$ cat src/hw/rtl/deq_pkg.sv
// shared types, constants and index helpers for the double-ended queue
// no dependencies; used by every module of the block except deq_ram
`timescale 1ns / 1ps
`default_nettype none

package deq_pkg;

  // storage geometry
  localparam int DEPTH  = 16;
  localparam int IDX_W  = $clog2(DEPTH);
  localparam int CNT_W  = $clog2(DEPTH + 1);
  localparam int SUM_W  = IDX_W + 1;
  localparam int DATA_W = 32;
  localparam int CMD_W  = 3;
  localparam int STS_W  = 2;

  // command codes
  localparam logic [CMD_W-1:0] CMD_PUSH_FRONT = 3'd0;
  localparam logic [CMD_W-1:0] CMD_PUSH_BACK  = 3'd1;
  localparam logic [CMD_W-1:0] CMD_POP_FRONT  = 3'd2;
  localparam logic [CMD_W-1:0] CMD_POP_BACK   = 3'd3;
  localparam logic [CMD_W-1:0] CMD_DUMP_FWD   = 3'd4;
  localparam logic [CMD_W-1:0] CMD_DUMP_BWD   = 3'd5;

  // result status codes
  localparam logic [STS_W-1:0] STS_OK    = 2'd0;
  localparam logic [STS_W-1:0] STS_EMPTY = 2'd1;
  localparam logic [STS_W-1:0] STS_FULL  = 2'd2;

  // controller to datapath commands
  typedef struct packed {
    logic             do_push;
    logic             do_pop;
    logic             at_front;    // push/pop end, or forward direction for a dump
    logic             start_dump;
    logic             step_dump;
    logic             load_imm;
    logic [STS_W-1:0] imm_status;
    logic             load_mem;
    logic             mem_last;
  } ctrl_cmd_t;

  // datapath to controller status
  typedef struct packed {
    logic empty;
    logic full;
    logic dump_last;
    logic out_busy;
  } dp_stat_t;

  // circular slot of the entry at a given offset from the front
  function automatic logic [IDX_W-1:0] slot_f(input logic [IDX_W-1:0] front,
                                             input logic [IDX_W-1:0] off);
    logic [SUM_W-1:0] s;
    s = {1'b0, front} + {1'b0, off};
    if (s >= SUM_W'(DEPTH)) begin
      s = s - SUM_W'(DEPTH);
    end
    return s[IDX_W-1:0];
  endfunction

endpackage

`default_nettype wire

$ cat src/hw/rtl/double_ended_queue.sv
// Double-ended queue of signed 32-bit values, 16 entries in a ring.
//
// Input channel (in_valid / in_stall): one transaction carries in_command
// and in_value. Commands push at the front or back, pop from the front or
// back, or dump all entries front-to-back or back-to-front. Codes 6 and 7
// are taken and give no result.
// Result channel (out_valid / out_stall): out_status, out_data, out_last.
// Push and pop give one result; a dump gives one result per stored entry
// with out_last on the final one, or a single empty result.
// Push, full-push, empty-pop and empty-dump results are registered in the
// cycle after the transaction; a pop result and each dump entry pass
// through the registered read of the entry memory and then the result
// register, and further dump entries follow one per cycle while the
// receiver does not stall. Push commands are accepted every cycle while
// results drain; a pop or a dump holds the input until its last entry is loaded.
// Reset (rst_n low, synchronous) empties the queue and drops any pending
// result. When the receiver stalls, the result register holds its payload
// and no new transaction or dump step is taken until it drains.
// depends on deq_pkg, deq_ctrl, deq_dp
`timescale 1ns / 1ps
`default_nettype none

module double_ended_queue (
  input  wire logic                              clk,
  input  wire logic                              rst_n,
  input  wire logic                              in_valid,
  output logic                                   in_stall,
  input  wire logic        [deq_pkg::CMD_W-1:0]  in_command,
  input  wire logic signed [deq_pkg::DATA_W-1:0] in_value,
  output logic                                   out_valid,
  input  wire logic                              out_stall,
  output logic        [deq_pkg::STS_W-1:0]       out_status,
  output logic signed [deq_pkg::DATA_W-1:0]      out_data,
  output logic                                   out_last
);

  deq_pkg::ctrl_cmd_t cmd;
  deq_pkg::dp_stat_t  stat;

  // command decode and sequencing
  deq_ctrl u_ctrl (
    .clk        (clk),
    .rst_n      (rst_n),
    .in_valid   (in_valid),
    .in_command (in_command),
    .in_stall   (in_stall),
    .stat       (stat),
    .cmd        (cmd)
  );

  // storage, pointers and result register
  deq_dp u_dp (
    .clk        (clk),
    .rst_n      (rst_n),
    .in_value   (in_value),
    .cmd        (cmd),
    .stat       (stat),
    .out_valid  (out_valid),
    .out_stall  (out_stall),
    .out_status (out_status),
    .out_data   (out_data),
    .out_last   (out_last)
  );

endmodule

`default_nettype wire

$ cat src/hw/rtl/deq_ram.sv
// generic single-write, single-read memory with registered read data
// no dependencies
`timescale 1ns / 1ps
`default_nettype none

module deq_ram #(
  parameter int WIDTH = 32,
  parameter int DEPTH = 16
) (
  input  wire logic                     clk,
  input  wire logic                     we,
  input  wire logic [$clog2(DEPTH)-1:0] waddr,
  input  wire logic [WIDTH-1:0]         wdata,
  input  wire logic                     re,
  input  wire logic [$clog2(DEPTH)-1:0] raddr,
  output logic      [WIDTH-1:0]         rdata
);

  logic [WIDTH-1:0] mem [DEPTH];

  // write port
  always_ff @(posedge clk) begin
    if (we) begin
      mem[waddr] <= wdata;
    end
  end

  // registered read port, holds while not enabled
  always_ff @(posedge clk) begin
    if (re) begin
      rdata <= mem[raddr];
    end
  end

endmodule

`default_nettype wire

$ cat src/hw/rtl/deq_ctrl.sv
// controller state machine: decodes commands and sequences pops and dumps
// depends on deq_pkg
`timescale 1ns / 1ps
`default_nettype none

module deq_ctrl (
  input  wire logic                      clk,
  input  wire logic                      rst_n,
  input  wire logic                      in_valid,
  input  wire logic [deq_pkg::CMD_W-1:0] in_command,
  output logic                           in_stall,
  input  wire deq_pkg::dp_stat_t         stat,
  output deq_pkg::ctrl_cmd_t             cmd
);

  localparam logic S_IDLE = 1'b0;
  localparam logic S_LOAD = 1'b1;

  logic state_r, state_nxt;
  logic dump_r, dump_nxt;
  logic take;

  // a new transaction waits for the result register to drain and for a pop or dump to finish
  assign in_stall = (state_r != S_IDLE) || stat.out_busy;
  assign take     = in_valid && !in_stall;

  // next state and command decode
  always_comb begin
    state_nxt = state_r;
    dump_nxt  = dump_r;
    cmd       = '0;
    unique case (state_r)
      S_IDLE: begin
        if (take) begin
          unique case (in_command) inside
            deq_pkg::CMD_PUSH_FRONT, deq_pkg::CMD_PUSH_BACK: begin
              cmd.load_imm = 1'b1;
              cmd.at_front = (in_command == deq_pkg::CMD_PUSH_FRONT);
              if (stat.full) begin
                cmd.imm_status = deq_pkg::STS_FULL;
              end else begin
                cmd.imm_status = deq_pkg::STS_OK;
                cmd.do_push    = 1'b1;
              end
            end
            deq_pkg::CMD_POP_FRONT, deq_pkg::CMD_POP_BACK: begin
              cmd.at_front = (in_command == deq_pkg::CMD_POP_FRONT);
              if (stat.empty) begin
                cmd.load_imm   = 1'b1;
                cmd.imm_status = deq_pkg::STS_EMPTY;
              end else begin
                cmd.do_pop = 1'b1;
                dump_nxt   = 1'b0;
                state_nxt  = S_LOAD;
              end
            end
            deq_pkg::CMD_DUMP_FWD, deq_pkg::CMD_DUMP_BWD: begin
              cmd.at_front = (in_command == deq_pkg::CMD_DUMP_FWD);
              if (stat.empty) begin
                cmd.load_imm   = 1'b1;
                cmd.imm_status = deq_pkg::STS_EMPTY;
              end else begin
                cmd.start_dump = 1'b1;
                dump_nxt       = 1'b1;
                state_nxt      = S_LOAD;
              end
            end
            default: begin
            end
          endcase
        end
      end
      S_LOAD: begin
        // move memory data into the result register once it is free
        if (!stat.out_busy) begin
          cmd.load_mem = 1'b1;
          cmd.mem_last = !dump_r || stat.dump_last;
          if (cmd.mem_last) begin
            state_nxt = S_IDLE;
          end else begin
            cmd.step_dump = 1'b1;
          end
        end
      end
      default: begin
        state_nxt = S_IDLE;
      end
    endcase
  end

  // state registers
  always_ff @(posedge clk) begin
    if (!rst_n) begin
      state_r <= S_IDLE;
      dump_r  <= 1'b0;
    end else begin
      state_r <= state_nxt;
      dump_r  <= dump_nxt;
    end
  end

endmodule

`default_nettype wire

$ cat src/hw/rtl/deq_dp.sv
// datapath: front index, entry count, dump cursor, entry memory, result register
// depends on deq_pkg and deq_ram
`timescale 1ns / 1ps
`default_nettype none

module deq_dp (
  input  wire logic                              clk,
  input  wire logic                              rst_n,
  input  wire logic signed [deq_pkg::DATA_W-1:0] in_value,
  input  wire deq_pkg::ctrl_cmd_t                cmd,
  output deq_pkg::dp_stat_t                      stat,
  output logic                                   out_valid,
  input  wire logic                              out_stall,
  output logic        [deq_pkg::STS_W-1:0]       out_status,
  output logic signed [deq_pkg::DATA_W-1:0]      out_data,
  output logic                                   out_last
);

  localparam int IW = deq_pkg::IDX_W;
  localparam int CW = deq_pkg::CNT_W;

  logic [IW-1:0] front_r, front_nxt;
  logic [CW-1:0] count_r, count_nxt;
  logic [IW-1:0] idx_r, idx_nxt;
  logic          fwd_r, fwd_nxt;

  logic                            out_valid_r;
  logic [deq_pkg::STS_W-1:0]       out_status_r;
  logic [deq_pkg::DATA_W-1:0]      out_data_r;
  logic                            out_last_r;

  logic [CW-1:0] cnt_m1;
  logic [IW-1:0] back_off;
  logic [IW-1:0] front_dec;
  logic [IW-1:0] front_inc;
  logic [IW-1:0] rd_off;
  logic          rd_en;
  logic [IW-1:0] raddr;
  logic          we;
  logic [IW-1:0] waddr;
  logic [deq_pkg::DATA_W-1:0] rdata;

  // index arithmetic around the ring
  assign cnt_m1    = count_r - CW'(1);
  assign back_off  = cnt_m1[IW-1:0];
  assign front_dec = (front_r == '0) ? IW'(deq_pkg::DEPTH - 1) : front_r - IW'(1);
  assign front_inc = (front_r == IW'(deq_pkg::DEPTH - 1)) ? '0 : front_r + IW'(1);

  // status toward the controller
  assign stat.empty     = (count_r == '0);
  assign stat.full      = (count_r == CW'(deq_pkg::DEPTH));
  assign stat.dump_last = fwd_r ? (idx_r == back_off) : (idx_r == '0);
  assign stat.out_busy  = out_valid_r && out_stall;

  // read offset selection and cursor update
  always_comb begin
    rd_off  = '0;
    idx_nxt = idx_r;
    fwd_nxt = fwd_r;
    if (cmd.do_pop) begin
      rd_off = cmd.at_front ? '0 : back_off;
    end else if (cmd.start_dump) begin
      rd_off  = cmd.at_front ? '0 : back_off;
      idx_nxt = rd_off;
      fwd_nxt = cmd.at_front;
    end else if (cmd.step_dump) begin
      rd_off  = fwd_r ? idx_r + IW'(1) : idx_r - IW'(1);
      idx_nxt = rd_off;
    end
  end

  assign rd_en = cmd.do_pop || cmd.start_dump || cmd.step_dump;
  assign raddr = deq_pkg::slot_f(front_r, rd_off);

  // push writes and pointer updates
  always_comb begin
    front_nxt = front_r;
    count_nxt = count_r;
    we        = 1'b0;
    waddr     = deq_pkg::slot_f(front_r, count_r[IW-1:0]);
    if (cmd.do_push) begin
      we        = 1'b1;
      count_nxt = count_r + CW'(1);
      if (cmd.at_front) begin
        waddr     = front_dec;
        front_nxt = front_dec;
      end
    end else if (cmd.do_pop) begin
      count_nxt = cnt_m1;
      if (cmd.at_front) begin
        front_nxt = front_inc;
      end
    end
  end

  deq_ram #(
    .WIDTH (deq_pkg::DATA_W),
    .DEPTH (deq_pkg::DEPTH)
  ) u_ram (
    .clk   (clk),
    .we    (we),
    .waddr (waddr),
    .wdata (in_value),
    .re    (rd_en),
    .raddr (raddr),
    .rdata (rdata)
  );

  // pointer registers
  always_ff @(posedge clk) begin
    if (!rst_n) begin
      front_r <= '0;
      count_r <= '0;
      idx_r   <= '0;
      fwd_r   <= 1'b0;
    end else begin
      front_r <= front_nxt;
      count_r <= count_nxt;
      idx_r   <= idx_nxt;
      fwd_r   <= fwd_nxt;
    end
  end

  // result valid
  always_ff @(posedge clk) begin
    if (!rst_n) begin
      out_valid_r <= 1'b0;
    end else if (cmd.load_imm || cmd.load_mem) begin
      out_valid_r <= 1'b1;
    end else if (!out_stall) begin
      out_valid_r <= 1'b0;
    end
  end

  // result payload
  always_ff @(posedge clk) begin
    if (cmd.load_imm) begin
      out_status_r <= cmd.imm_status;
      out_data_r   <= '0;
      out_last_r   <= 1'b1;
    end else if (cmd.load_mem) begin
      out_status_r <= deq_pkg::STS_OK;
      out_data_r   <= rdata;
      out_last_r   <= cmd.mem_last;
    end
  end

  assign out_valid  = out_valid_r;
  assign out_status = out_status_r;
  assign out_data   = out_data_r;
  assign out_last   = out_last_r;

endmodule

`default_nettype wire

$ cat config.mk
export PLATFORM = sky130hd
export DESIGN_NAME = double_ended_queue
export DESIGN_NICKNAME = d
export VERILOG_FILES = /design/src/hw/rtl/deq_pkg.sv /design/src/hw/rtl/double_ended_queue.sv /design/src/hw/rtl/deq_ram.sv /design/src/hw/rtl/deq_ctrl.sv /design/src/hw/rtl/deq_dp.sv
export SDC_FILE = /design/constraint.sdc
export NUM_CORES = 1
export LEC_CHECK = 0
export ABC_CLOCK_PERIOD_IN_PS = 8100
export BUFFER_PORTS_ARGS = -buffer_cell sky130_fd_sc_hd__buf_4
export CORE_MARGIN = 2
export CORE_UTILIZATION = 50
export CTS_BUF_LIST = sky130_fd_sc_hd__clkbuf_16
export DETAILED_ROUTE_END_ITERATION = 10
export PLACE_DENSITY = 0.66
export SYNTH_ARGS = -nofsm -noshare
export SYNTH_HDL_FRONTEND = slang
export SYNTH_SLANG_ARGS = --single-unit
$ cat constraint.sdc
create_clock -name clk -period 8.1 [get_ports clk]
set_input_delay 0.81 -clock clk [delete_from_list [all_inputs] [get_ports clk]]
set_output_delay 0.81 -clock clk [all_outputs]
set_load 0.02 [all_outputs]
==> flow_metrics.env, run 1 <==
export IMPL_rows=79
export IMPL_place_congestion=0.766
export IMPL_crit_fanout=68
export IMPL_area_growth_syn_to_layout_pct=14.0
export IMPL_ys_warn_count=0
export IMPL_ys_seq_area_share_pct=74.6
export IMPL_cts_sinks=596
export IMPL_die_area_um2=48400
export IMPL_cts_buffers=59
export IMPL_finalSetupViolations=0
export IMPL_synthTopCellsByArea="edfxtp_1, mux4_2, mux2i_1"
export IMPL_ys_ff_latch=596
export IMPL_drt_pass1_iterations=5
export IMPL_synthCells=1176
export IMPL_grt_pass1_vias=11500
export IMPL_synth_top_area_share_pct=70.3
export IMPL_hpwl_mm=26.4
export IMPL_dr_first_iter_drc_count=1120
export IMPL_port_buffers=75
export IMPL_die_width_um=220
export IMPL_grt_setup_unrepaired="no"
export IMPL_p_switching_mw=1.32
export IMPL_fin_crit_ps=5180
export IMPL_root_buffer="clkbuf_16"
export IMPL_synthFlopType="edfxtp_1"
export IMPL_drv_cap=0
export IMPL_antenna_found_initial=1
export IMPL_post_drt_wl_per_cell_um=25.7
export IMPL_cts_path_max_buffers=3
export IMPL_finalSetupTns_ps=0
export IMPL_finClkSkew_ps=16.7
export IMPL_fp_coreArea_um2=46300
export IMPL_ios=76
export IMPL_final_antenna_net_count=0
export IMPL_clkPwrFrac_pct=40.8
export IMPL_cts_tree="yes"
export IMPL_period_share_pct=63.9
export IMPL_combPwrFrac_pct=5.4
export IMPL_dieHeight_um=220
export IMPL_swShare_pct=20.8
export IMPL_cts_resized=0
export IMPL_syn_area_per_cell_um2=19.8
export IMPL_cts_hold_buf=0
export IMPL_slew_viol_final=0
export IMPL_layout_drive_gt1_share_pct=25.1
export IMPL_clock_latency_ps=620
export IMPL_netlist_area_um2=23300
export IMPL_fin_nets=1334
export IMPL_htree_levels=2
export IMPL_fmax_ghz=0.193
export IMPL_routed_wl_mm=49.7
export IMPL_required_ps=8440
export IMPL_yosysUniqueCellTypes=56
export IMPL_post_cts_buffers=0
export IMPL_worstHoldPathType="reg2reg"
export IMPL_end_kind="flip-flop"
export IMPL_antenna_cells=0
export IMPL_post_route_drc_count=0
export IMPL_power_static_leakage_nw=9.30
export IMPL_synth_top_area_cell="edfxtp_1"
export IMPL_p_int_mw=5.00
export IMPL_peakVddDrop_v=0.000167
export IMPL_clk_pin_slew_ps=60
export IMPL_grtUsageTotal_pct=21.3
export IMPL_fin_cells=1935
export IMPL_status="completed"
export IMPL_grt_pass1_wl_mm=73.6
export IMPL_grt_max_degree=69
export IMPL_dp_cells=1825
export IMPL_seqPwrFrac_pct=53.8
export IMPL_syn_nets=1231
export IMPL_power_density_nw_per_um2=238
export IMPL_worstPathArrival_ps=5520
export IMPL_worstSetupPathType="reg2reg"
export IMPL_num_vias=11200
export IMPL_drt_vias_per_instance=5.78
export IMPL_slew_headroom_pct=26.6
export IMPL_start_kind="flip-flop"
export IMPL_hold_viol=0
export IMPL_grt_overflow=0
export IMPL_worst_pin_slew_ps=1100
export IMPL_nFillCells=3426
export IMPL_synth_edf_count=546
export IMPL_synthArstFlopShare_pct=0
export IMPL_start_util_pct=50.4
export IMPL_worst_hold_slack_ps=452
-- final timing paths --
kind | startpoint | end | slack (ps) | depth (start not counted)
worst max-delay path | u_dp.count_r[0] | u_dp.u_ram.rdata[27] | 2920 | 13
worst max register to register | u_dp.count_r[0] | u_dp.u_ram.rdata[27] | 2920 | 13
worst min register to register | u_dp.out_data[1] | u_dp.out_data[1] | 450 | 2
worst min-delay path | u_dp.out_data[1] | u_dp.out_data[1] | 450 | 2
-- power groups by stage --
stage | sequential (mW) | combinational, mW | clock (mW)
after floorplan | 3.47 | 0.215 | 0
after CTS | 3.40 | 0.348 | 2.63
after global routing | 3.40 | 0.373 | 2.75
after global placement | 3.46 | 0.339 | 0
after detailed placement | 3.46 | 0.347 | 0
final | 3.40 | 0.342 | 2.58
-- per-stage QoR --
stage	setup WS [ps]	instance area, µm²	total power [mW]	utilization (%)
6_report	2920	26600	6.32	57.5
5_1_grt	2570	26600	6.52	57.5
4_1_cts	2870	26600	6.37	57.5
2_1_floorplan	4030	23300	3.69	-
3_5_place_dp	2700	24800	3.81	53.5
3_3_place_gp	2750	24800	3.80	53.5
-- flip-flops by register name (all words and copies together) (netlist names) --
register / flops
u_dp.out_data: 32
u_dp.out_status: 2
u_dp.front_r: 4
u_dp.u_ram.rdata: 32
u_dp.fwd_r: 1
u_dp.idx_r: 4
u_ctrl.dump_r: 1
u_ctrl.state_r: 1
u_dp.u_ram.mem: 512
u_dp.count_r: 5
u_dp.out_last: 1
u_dp.out_valid: 1
-- critical path: stages, from the launching register on --
cell and delay (ps):
dfxtp_1 560, inv_1 90, ha_1 280, xnor2_1 310
xnor2_1 150, o31ai_2 870, o22ai_1 240, ha_4 220
inv_1 70, fa_4 950, buf_12 460, mux4_2 390
mux2i_1 180, mux2i_1 100
-- layer usage --
layer / vias to the layer above / routed length (µm) / share of wire [%] / GRT usage, %
met5: - / 9 / 0.018 / 0
met4: 2 / 997 / 2.0 / 5.86
met3: 74 / 2690 / 5.4 / 3.17
met2: 295 / 24500 / 49 / 35.4
met1: 5855 / 21500 / 43 / 29.6
li1: 4949 / - / - / -
-- cell type report --
class                           instances  area (µm²)  share of cell area, %
Timing Repair Buffer                   99         768                   2.89
Inverter                               15        56.3                  0.212
Clock inverter                         51         344                   1.29
Tap cell                              607         759                   2.86
Multi-Input combinational cell        508        5780                   21.7
Sequential cell                       596       17400                   65.5
Clock buffer                           59        1480                   5.56
-- kinds of logic (layout without fill, tap and decap cells) --
group / Yosys count / count (layout) / synth area share [%]
xor gates and xnor gates: 23 / 23 / 1.00
DFF: 596 / 596 / 74.6
and+or+nand+nor: 150 / 150 / 2.94
buffers and inverters: 72 / 224 / 1.32
adders and majority gates: 17 / 17 / 0.998
muxes: 230 / 230 / 16.8
AOI/OAI and AO/OA: 88 / 88 / 2.36
-- cells in the mapped netlist (3+ instances only) --
master / count
or3_1: 4
nand2_1: 80
buf_6: 3
buf_1: 9
xor2_1: 5
xnor2_1: 16
ha_1: 13
buf_2: 11
a31oi_1: 5
mux4_2: 128
mux2i_1: 101
and2_1: 4
o21a_1: 3
o21ai_0: 11
dfxtp_1: 50
a21oi_1: 44
fa_1: 3
clkbuf_1: 34
o211a_1: 4
o22ai_1: 3
edfxtp_1: 546
inv_1: 15
nor3_1: 5
nor2_1: 30
nor2b_1: 3
a21boi_0: 5
a21o_1: 3
nand3_1: 5
and3_1: 3
-- layout by cell type, fill, tap and decap left out, types with 11 or more instances in the layout --
master,Yosys,final
edfxtp_1,546,546
o21ai_0,11,11
nor2_4,0,17
ha_1,13,12
mux2i_1,101,101
clkbuf_16,0,59
xnor2_1,16,16
mux4_2,128,128
nor2_1,30,13
dfxtp_1,50,50
buf_4,0,97
a21oi_1,44,44
nand2_1,80,79
clkinv_1,0,14
inv_1,15,36
No activity file was read; power rests on OpenSTA's default activity.
==> inputs of run 2 (changes only) <==
ABC_AREA = 1   (was unset)
ABC_CLOCK_PERIOD_IN_PS = 4850   (was 8100)
clock period = 4.85 ns   (was 8.1 ns; I/O delays follow)
==> run 2 against run 1 <==
  * Core utilization shrank 0.27 points
  * Hold slack got worse by 320 ps
  * First-iteration DRC count rose by 75%
  * Sequential share of layout area decreased by 1.5 points
  * Final cell count rose by 38%
  * Sequential cell count stayed put
  * Via count increased by 39%
  * Routed wire length is 18% higher
  * Combinational power rose to 3.3 times the previous value
  * Clock skew is 11 ps higher
  * Register-to-register slack worse by 2300 ps
  * Critical path type unchanged
  * Highest routed layer unchanged
==> flow_metrics.env, run 2 <==
export IMPL_reg2reg_from="u_dp.count_r[0]"
export IMPL_synthTopCellsByArea="edfxtp_1, nand2_1, o21ai_0"
export IMPL_synthFlopType="edfxtp_1"
export IMPL_hold_viol=0
export IMPL_clock_latency_ps=630
export IMPL_area_growth_syn_to_layout_pct=13.5
export IMPL_peakVddDrop_v=0.000263
export IMPL_num_vias=15600
export IMPL_endpoint="u_dp.u_ram.rdata[20]"
export IMPL_hpwl_mm=31.5
export IMPL_setup_worst_path_start="u_dp.count_r[0]"
export IMPL_fmax_ghz=0.235
export IMPL_mostFrequentLayoutCells="edfxtp_1, nand2_1, o21ai_0, nor2_1, buf_4"
export IMPL_required_ps=5330
export IMPL_power_static_leakage_nw=9.59
export IMPL_yosys_top_cells_count="edfxtp_1, nand2_1, o21ai_0, nor2_1, a21oi_1"
export IMPL_drt_pass1_iterations=6
export IMPL_htree_levels=2
export IMPL_fin_crit_ps=4260
export IMPL_ys_seq_area_share_pct=72.6
export IMPL_grt_overflow=0
export IMPL_post_route_drc_count=0
export IMPL_nFillCells=3786
export IMPL_end_kind="flip-flop"
export IMPL_routed_wl_mm=58.9
export IMPL_synth_top_area_share_pct=68.4
export IMPL_grtUsageTotal_pct=23.8
export IMPL_period_share_pct=87.9
export IMPL_layout_drive_gt1_share_pct=12.5
export IMPL_worstPathArrival_ps=4740
export IMPL_drt_vias_per_instance=5.82
export IMPL_dieHeight_um=223
export IMPL_worst_path_buf_inv=4
export IMPL_grt_max_degree=257
export IMPL_rr_endpoint="u_dp.u_ram.rdata[20]"
export IMPL_cts_tree="yes"
export IMPL_die_width_um=223
export IMPL_multi_input_area_um2=5980
export IMPL_fin_ws_ps=588
export IMPL_fp_coreArea_um2=47500
export IMPL_worst_path_stages=17
export IMPL_ios=76
export IMPL_power_density_nw_per_um2=406
export IMPL_cpLargestDelayFamily="buffers and inverters"
export IMPL_synth_edf_count=546
export IMPL_worstSetupPathType="reg2reg"
export IMPL_cts_resized=0
export IMPL_seqCellArea_um2=17400
export IMPL_crit_fanout=40
export IMPL_cts_path_max_buffers=3
export IMPL_rows=80
export IMPL_place_congestion=0.860
export IMPL_ys_ff_latch=596
export IMPL_syn_area_per_cell_um2=12.3
export IMPL_ff2ff_setup_slack_ps=590
export IMPL_largest_register="u_dp.u_ram.mem"
export IMPL_largest_register_ff_count=512
export IMPL_cts_hold_buf=0
export IMPL_netlist_area_um2=24000
export IMPL_grt_pass1_vias=15000
export IMPL_slew_headroom_pct=18.7
export IMPL_fin_area_um2=27200
export IMPL_yosysMostFrequentCell="edfxtp_1"
export IMPL_syn_nets=2003
export IMPL_slowest_stage="fa_2"
export IMPL_clk_pin_slew_ps=60
export IMPL_grt_setup_unrepaired="no"
export IMPL_start_util_pct=50.4
export IMPL_grt_pass1_wl_mm=89.0
export IMPL_finalSetupViolations=0
export IMPL_dpl_cell_area_um2=25400
export IMPL_antenna_found_initial=1
export IMPL_antenna_cells=0
export IMPL_worst_pin_slew_ps=1220
export IMPL_reg2regPathDepth=17
export IMPL_status="completed"
export IMPL_synthArstFlopShare_pct=0
export IMPL_slowest_delay_ps=490
export IMPL_worst_hold_slack_ps=137
export IMPL_yosysUniqueCellTypes=39
export IMPL_synthCells=1948
export IMPL_dr_first_iter_drc_count=1965
export IMPL_worstHoldPathType="in2reg"
export IMPL_die_area_um2=49700
export IMPL_cts_buffers=59
export IMPL_ys_warn_count=0
export IMPL_finalSetupTns_ps=0
export IMPL_final_antenna_net_count=0
export IMPL_cts_sinks=596
export IMPL_drv_cap=0
export IMPL_start_kind="flip-flop"
export IMPL_root_buffer="clkbuf_16"
export IMPL_finClkSkew_ps=27.6
export IMPL_pre_cts_ws_ps=669
export IMPL_path_cells="inv_2, ha_1, nand3_2, nor2_2, nor3_4, nor2_1, o32ai_1, ha_4, inv_1, fa_2, inv_4, buf_4, a21oi_1, a32o_1, o21ai_0, nand3_1, nand2_1"
export IMPL_slew_viol_final=0
export IMPL_final_common_cell="edfxtp_1"
export IMPL_fin_nets=2068
export IMPL_port_buffers=75
export IMPL_synth_top_area_cell="edfxtp_1"
export IMPL_post_cts_buffers=0
export IMPL_post_drt_wl_per_cell_um=22.0
==> run 2: cell types whose count changed in the layout (fill, tap and decap cells not counted), moves of 13 or more <==
cell / delta
o22ai_1: +62
nor2_1: +135
nand2_1: +360
inv_1: +27
nand3_1: +44
o21ai_0: +200
a21oi_1: +69
xnor2_1: -13
buf_4: +17
a32o_1: +64
mux4_2: -128
mux2i_1: -101
==> run 2: kinds of logic after synthesis <==
group,after synthesis,synth area share (%)
flip-flops,596,72.6
AO/OA/AOI/OAI,468,11.6
XOR/XNOR,9,0.329
adder cells (fa/ha/maj),16,0.930
AND/OR/NAND/NOR,682,11.5
buffers and inverters,177,3.09
==> run 2: report_power, final <==
group	internal [mW]	switching [mW]	total, mW	leakage, nW
registers	5.71	0.0422	5.75	5.32
logic	0.388	0.741	1.13	3.33
clock network	2.28	1.89	4.17	0.937
==> run 2: worst min-delay path by stage <==
stage,from,end,depth (start not counted)
floorplan,u_ctrl.dump_r,u_ctrl.dump_r,2
global placement,u_dp.out_data[30],u_dp.out_data[30],2
detailed placement,u_dp.out_data[30],u_dp.out_data[30],2
CTS,in_value[26],u_dp.u_ram.mem[11][26],1
global route,in_value[26],u_dp.u_ram.mem[11][26],1
finish,in_value[26],u_dp.u_ram.mem[11][26],1
==> run 2: layer usage <==
metal / global-route usage [%] / wire length (µm)
met5: 0 / 13
met4: 8.25 / 1680
met3: 3.90 / 4910
met2: 38.0 / 27400
met1: 33.5 / 25000
==> run 2: layout make-up <==
cell class                 count  share of cell area [%]
tap                          615                    2.83
timing repair buffer         124                    3.88
multi-input combinational   1175                    22.0
clock buffer                  60                    5.52
clock inverter                52                   0.980
sequential                   596                    64.0
inverter                      57                   0.815
==> run 2: metrics by stage <==
step	power [mW]	utilization, %	cells
2_1_floorplan	6.59	-	1948
5_1_grt	11.4	57.2	2679
3_3_place_gp	6.95	53.5	2567
3_5_place_dp	6.98	53.5	2567
4_1_cts	11.1	57.2	2679
6_report	11.0	57.2	2679
==> inputs of run 3 (changes only) <==
ABC_CLOCK_PERIOD_IN_PS = unset   (was 4850)
RECOVER_POWER = 25   (was unset)
==> run 3 against run 2 <==
  * Non-clock buffer count is the same
  * Largest cell class unchanged
  * Total power shrank 0.14%
  * Critical path depth is the same
  * Highest routed layer unchanged
  * Critical path type unchanged
==> flow_metrics.env, run 3 (synthesis results as in run 2) <==
export IMPL_power_density_nw_per_um2=407
export IMPL_drv_cap=0
export IMPL_routed_wl_mm=58.7
export IMPL_worst_pin_slew_ps=1190
export IMPL_cts_hold_buf=0
export IMPL_die_width_um=223
export IMPL_period_share_pct=87.8
export IMPL_hold_viol=0
export IMPL_ff2ff_setup_slack_ps=590
export IMPL_clock_latency_ps=640
export IMPL_cts_sinks=596
export IMPL_power_static_leakage_nw=9.50
export IMPL_worstHoldPathType="in2reg"
export IMPL_largest_register_ff_count=512
export IMPL_ios=76
export IMPL_num_vias=15600
export IMPL_required_ps=5330
export IMPL_grt_setup_unrepaired="no"
export IMPL_p_int_mw=8.37
export IMPL_mostFrequentLayoutCells="edfxtp_1, nand2_1, o21ai_0, nor2_1, a21oi_1"
export IMPL_largest_register="u_dp.u_ram.mem"
export IMPL_fmax_ghz=0.235
export IMPL_grt_pass1_wl_mm=89.0
export IMPL_antenna_found_initial=2
export IMPL_slowest_delay_ps=490
export IMPL_post_cts_buffers=0
export IMPL_cts_path_max_buffers=3
export IMPL_antenna_cells=0
export IMPL_fp_coreArea_um2=47500
export IMPL_worstSetupPathType="reg2reg"
export IMPL_slowest_stage="fa_2"
export IMPL_htree_levels=2
export IMPL_grt_max_degree=257
export IMPL_worstPathArrival_ps=4730
export IMPL_fin_cells=2679
export IMPL_drt_pass1_iterations=5
export IMPL_swShare_pct=24.1
export IMPL_seqPwrFrac_pct=52.1
export IMPL_hpwl_mm=31.5
export IMPL_dr_first_iter_drc_count=1988
export IMPL_grt_pass1_vias=15000
export IMPL_finClkSkew_ps=32.4
export IMPL_dp_cells=2567
export IMPL_combPwrFrac_pct=10.1
export IMPL_place_congestion=0.860
export IMPL_start_util_pct=50.4
export IMPL_hold_depth=3
export IMPL_reg2regPathDepth=17
export IMPL_peakVddDrop_v=0.000263
export IMPL_min_to="u_dp.out_valid"
export IMPL_root_buffer="clkbuf_16"
export IMPL_crit_fanout=40
export IMPL_reg2reg_from="u_dp.count_r[0]"
export IMPL_die_area_um2=49700
export IMPL_clk_pin_slew_ps=60
export IMPL_cts_buffers=59
export IMPL_p_switching_mw=2.66
export IMPL_finalSetupTns_ps=0
export IMPL_dpl_cell_area_um2=25400
export IMPL_end_kind="flip-flop"
export IMPL_final_common_cell="edfxtp_1"
export IMPL_slew_headroom_pct=20.5
export IMPL_final_antenna_net_count=0
export IMPL_path_cells="inv_2, ha_1, nand3_2, nor2_2, nor3_4, nor2_1, o32ai_1, ha_4, inv_1, fa_2, inv_4, buf_4, a21oi_1, a32o_1, o21ai_0, nand3_1, nand2_1"
export IMPL_rows=80
export IMPL_fin_crit_ps=4260
export IMPL_area_growth_syn_to_layout_pct=13.1
export IMPL_post_drt_wl_per_cell_um=21.9
export IMPL_finalSetupViolations=0
export IMPL_drt_vias_per_instance=5.81
export IMPL_grt_overflow=0
export IMPL_port_buffers=75
export IMPL_post_route_drc_count=0
export IMPL_start_kind="flip-flop"
export IMPL_fin_area_um2=27100
export IMPL_cts_resized=0
export IMPL_dieHeight_um=223
export IMPL_status="completed"
export IMPL_hold_start="rst_n"
export IMPL_utilization_pct=57.0
export IMPL_clkPwrFrac_pct=37.7
export IMPL_cts_tree="yes"
export IMPL_fin_nets=2068
export IMPL_rr_endpoint="u_dp.u_ram.rdata[20]"
export IMPL_layout_drive_gt1_share_pct=11.3
export IMPL_grtUsageTotal_pct=23.8
export IMPL_slew_viol_final=0
run 3: cell count changes in the layout (fill, tap and decap cells not counted), sizes merged:
| cell | change |
|---|---|
| buf | -23 |
| clkbuf | +23 |
run 3: worst max-delay path by stage:
stage	start	to	slack, ps	cells after the start
global route	u_dp.count_r[1]	u_dp.u_ram.rdata[18]	240	17
detailed placement	u_dp.count_r[0]	u_dp.u_ram.rdata[20]	670	17
finish	u_dp.count_r[0]	u_dp.u_ram.rdata[20]	590	17
floorplan	u_dp.count_r[0]	u_dp.u_ram.rdata[11]	1320	19
CTS	u_dp.count_r[0]	u_dp.u_ram.rdata[20]	630	17
global placement	u_dp.count_r[0]	u_dp.u_ram.rdata[15]	730	20
run 3: critical path: cells and delay by family (launching register included):
family / cells / cell delay, ps
and+or+nand+nor: 6 / 830
buffers and inverters: 4 / 960
DFF: 1 / 480
AOI/OAI and AO/OA: 4 / 850
adders and majority gates: 3 / 950
run 3: cell type report:
| type | count | area (µm²) |
|---|---|---|
| fillers | 3803 | 20400 |
| flip-flops and latches | 596 | 17400 |
| multi-input cells | 1175 | 5980 |
| clock buffers | 60 | 1500 |
| repair buffers | 124 | 970 |
| well taps | 615 | 769 |
| clock inverters | 52 | 267 |
| inverters | 57 | 221 |
run 3: per-layer routing:
metal / vias up / global-route usage [%] / share of wire (%)
met5: - / 0 / 0.051
met2: 711 / 38.0 / 47
met1: 7548 / 33.5 / 42
met4: 4 / 8.25 / 2.9
met3: 115 / 3.90 / 8.6
li1: 7196 / - / -
run 3: power by group through the flow:
stage               combinational [mW]  clock [mW]  sequential (mW)
floorplan                        0.710           0             5.88
global placement                  1.10           0             5.86
detailed placement                1.12           0             5.86
CTS                               1.13        4.24             5.75
global route                      1.25        4.43             5.76
finish                            1.12        4.17             5.75
run 3: metrics by stage:
step	power (mW)	hold WS, ps	worst slack, ps
6_report	11.0	166	594
5_1_grt	11.4	179	240
4_1_cts	11.1	122	633
3_5_place_dp	6.98	456	669
3_3_place_gp	6.95	450	726
2_1_floorplan	6.59	437	1320
